==> config.mk <==
export PLATFORM = sky130hd
export DESIGN_NAME = drc_cmp
export DESIGN_NICKNAME = d
export VERILOG_FILES = /design/src/design/drc_pkg.sv /design/src/design/drc_cmp.sv
export SDC_FILE = /design/constraint.sdc
export NUM_CORES = 1
export LEC_CHECK = 0
export BUFFER_PORTS_ARGS = -buffer_cell sky130_fd_sc_hd__buf_4
export CORE_ASPECT_RATIO = 1.75
export CORE_MARGIN = 4
export CORE_UTILIZATION = 41
export DETAILED_ROUTE_END_ITERATION = 16
export PLACE_DENSITY_LB_ADDON = 0.3
export SYNTH_ARGS = -nofsm -noshare
export SYNTH_HDL_FRONTEND = slang
export SYNTH_SLANG_ARGS = --single-unit
==> constraint.sdc <==
create_clock -name vclk -period 2.4
set_input_delay 0.12 -clock vclk [all_inputs]
set_output_delay 0.12 -clock vclk [all_outputs]
set_load 0.005 [all_outputs]
==> src/design/drc_pkg.sv <==
// Package for the dirty range coalescer: status codes, request codes,
// sequencer states and the compare bundle. No dependencies.
`default_nettype none
package drc_pkg;
   localparam logic [2:0] ST_RECORDED = 3'd0;
   localparam logic [2:0] ST_ZERO_LEN = 3'd1;
   localparam logic [2:0] ST_FULL     = 3'd2;
   localparam logic [2:0] ST_RANGE    = 3'd3;
   localparam logic [2:0] ST_EMPTY    = 3'd4;
   localparam logic [2:0] ST_BAD_INST = 3'd5;

   localparam logic REQ_MARK  = 1'b0;
   localparam logic REQ_FLUSH = 1'b1;

   typedef enum logic [3:0] {
      S_IDLE, S_SCAN_RD, S_SCAN, S_SHIFT_RD, S_SHIFT_WR,
      S_FLUSH_RD, S_FLUSH, S_OUT
   } state_type;

   // Outcome of comparing one stored range with the range being merged.
   typedef struct packed {
      logic below;    // new end lies before the stored start
      logic overlap;  // stored range overlaps or touches the new range
      logic [31:0] lo;
      logic [32:0] hi;
   } cmp_type;
endpackage
`default_nettype wire

==> src/design/drc_cmp.sv <==
// Shared compare unit for the dirty range coalescer: one stored range
// against the working range. Depends on drc_pkg.
`default_nettype none
module drc_cmp (
   input  wire logic [31:0] cur_s,
   input  wire logic [32:0] cur_e,
   input  wire logic [31:0] ent_s,
   input  wire logic [32:0] ent_e,
   output drc_pkg::cmp_type res
);
   always_comb begin
      res.below   = cur_e < {1'b0, ent_s};
      res.overlap = !res.below && (ent_e >= {1'b0, cur_s});
      res.lo      = (ent_s < cur_s) ? ent_s : cur_s;
      res.hi      = (ent_e > cur_e) ? ent_e : cur_e;
   end
endmodule
`default_nettype wire

==> flow_summary.json <==
{
  "tightest_slew_ps": 469,
  "wirelength_mm": 16.0,
  "slew_headroom_pct": 68.4,
  "track_usage_pct": 26.0,
  "crit_slowest_cell": "a221o_1",
  "cap_viol_max_count": 0,
  "synth_area_leader_cell": "ha_1",
  "rows": 47,
  "dp_hpwl_mm": 13.3,
  "synthesis.nets": 745,
  "crit_path_cell_trace": "buf_4 -> inv_1 -> ha_4 -> a21oi_2 -> o21ai_1 -> a221o_1 -> nor3_2 -> o2bb2ai_4 -> clkbuf_16 -> mux2_4 -> buf_6",
  "switchingPower_uw": 659,
  "vias": 4673,
  "p_leak_nw": 3.64,
  "netlist_instances": 488,
  "drt_iter0_drc": 120,
  "fin_tns_setup_ps": -61.5,
  "end_kind": "primary output",
  "worstPathRequired_ps": 2280,
  "antenna_left": 0,
  "start_util_pct": 42.0,
  "rsz0062_at_grt": "true",
  "flops_and_latches": 0,
  "fill_cells": 787,
  "antenna_found_initial": 0,
  "peakVddDrop_mv": 0.143,
  "clkPwrFrac_pct": 0,
  "yosys.area.top_type_share_pct": 40.0,
  "dp_cells": 842,
  "timing.final.ws_setup_ps": -16.4,
  "drv_slew": 0,
  "holdPathStages": 3,
  "p_per_area_nw_per_um2": 236,
  "outcome": "finished with violations",
  "grt_pass1_vias": 4974,
  "vias_per_cell": 5.51,
  "final_net_count": 985,
  "worst_path_largest_cell_delay_ps": 340,
  "violations": "negative setup slack",
  "crit_path_start_kind": "primary input",
  "min_period_ps": 2420,
  "dieArea_um2": 11400,
  "stdcell_count": 848,
  "die_x_um": 82.4,
  "drive_gt1_share_pct": 46.1,
  "grt_pass1_wl_mm": 23.3,
  "gp_congestion": 0.927,
  "n_clock_buffer": 0,
  "register_area_um2": 0,
  "critPathKind": "in -> out",
  "synthDistinctLibCells": 32,
  "finalSetupViolCount": 5,
  "combPwrFrac_pct": 100.0,
  "synthTopCellsByArea": "ha_1 (40%), mux2_4 (12%), inv_1 (9.3%)",
  "timing.final.crit_share_pct": 101,
  "cp.arrival_ps": 2300,
  "hold_buffers": 0,
  "dr.pass1.iters": 4,
  "fp.dieH_um": 138,
  "grt_max_degree": 13,
  "core_area_um2": 9470,
  "finalHoldViolations": 0,
  "syn_avg_cell_area_um2": 8.14,
  "layout_common_cells": "buf_4 (204), ha_1 (115), inv_1 (87)",
  "pin_count": 197,
  "max_freq_ghz": 0.414,
  "yosysWarnings": 0,
  "avgRoutedWirePerCell_um": 18.8,
  "layout_commonest_cell": "buf_4",
  "portBuffers": 197,
  "syn_area_um2": 3970,
  "antenna_cells": 0,
  "drc": 0,
  "hp-class": "in -> out",
  "pwr-share-seq_pct": 0,
  "area_growth_pct": 61.2,
  "p_int_uw": 852,
  "grt-ovfl-total": 0,
  "crit_fanout": 5,
  "switching_share_pct": 43.6,
  "ys_seq_area_share_pct": 0
}
[power groups by stage]
stage | clock, mW | combinational, mW | sequential, mW
2_1_floorplan | 0 | 0.672 | 0
3_3_place_gp | 0 | 1.27 | 0
6_report | 0 | 1.51 | 0
4_1_cts | 0 | 1.37 | 0
5_1_grt | 0 | 1.64 | 0
3_5_place_dp | 0 | 1.30 | 0
[what timing repair did]
item                       4_1_cts  5_1_grt
pin swaps                       12       24
setup endpoints to repair       65       67
buffers inserted                 1        0
gates cloned                     2        3
gates resized for setup         24       77
[area by class of cell]
cell class                 instances  area, um^2  area share, %
multi-input combinational        383        3780           59.0
timing repair buffer             245        2090           32.7
inverter                          98         378           5.90
tap                              122         153           2.38
[logic make-up (layout without fill, tap and decap cells)]
family	after synthesis	in the layout	synth area share, %
AOI/OAI and AO/OA	100	100	15.7
buffers and inverters	105	343	11.9
and+or+nand+nor	91	91	12.0
adders and majority gates	127	127	40.0
muxes	65	65	20.4
[path summary, 6_finish.rpt]
path	from	endpoint	slack, ps
setup / recovery	cur_e[22]	res[28]	-20
hold / removal	cur_e[4]	res[4]	550
[synth_stat cells (all sizes together)]
cell,number
nand3,14
nand3b,1
a211oi,14
nor4,2
o2bb2ai,1
nor2b,2
inv,98
or4b,1
o211ai,2
nor2,13
a21oi,39
nor3,9
mux2,34
mux2i,31
buf,7
nand2,19
a2111o,1
a221o,1
nand4,26
o31ai,1
o21bai,1
a31oi,1
ha,127
a211o,1
a21o,20
or2,2
nand2b,2
o21ai,17
a221oi,1
[worst max-delay path: cells and delay by family]
kind / cells / cell delay (ps)
multiplexers: 1 / 300
AO/OA/AOI/OAI: 4 / 830
buffers and inverters: 4 / 580
adder cells (fa/ha/maj): 1 / 220
AND/OR/NAND/NOR: 1 / 240
[stage by stage]
stage	setup slack [ps]	utilization [%]	area, um^2	power (mW)	hold WS [ps]
3_3_place_gp	-130	62.0	5870	1.27	550
6_report	-16.4	67.6	6400	1.51	550
3_5_place_dp	-198	62.0	5870	1.30	552
5_1_grt	-82.4	67.6	6400	1.64	555
2_1_floorplan	372	-	3970	0.672	357
4_1_cts	-34.4	63.7	6030	1.37	555
[per-layer routing]
| metal | GRT usage, % | vias up | share of wire [%] |
|---|---|---|---|
| met2 | 52.1 | 196 | 56 |
| li1 | - | 2252 | - |
| met1 | 24.1 | 2151 | 31 |
| met4 | 13.3 | 0 | 7.2 |
| met3 | 1.82 | 74 | 5.2 |
| met5 | 0 | - | 0 |
No activity file was read; power rests on OpenSTA's default activity.
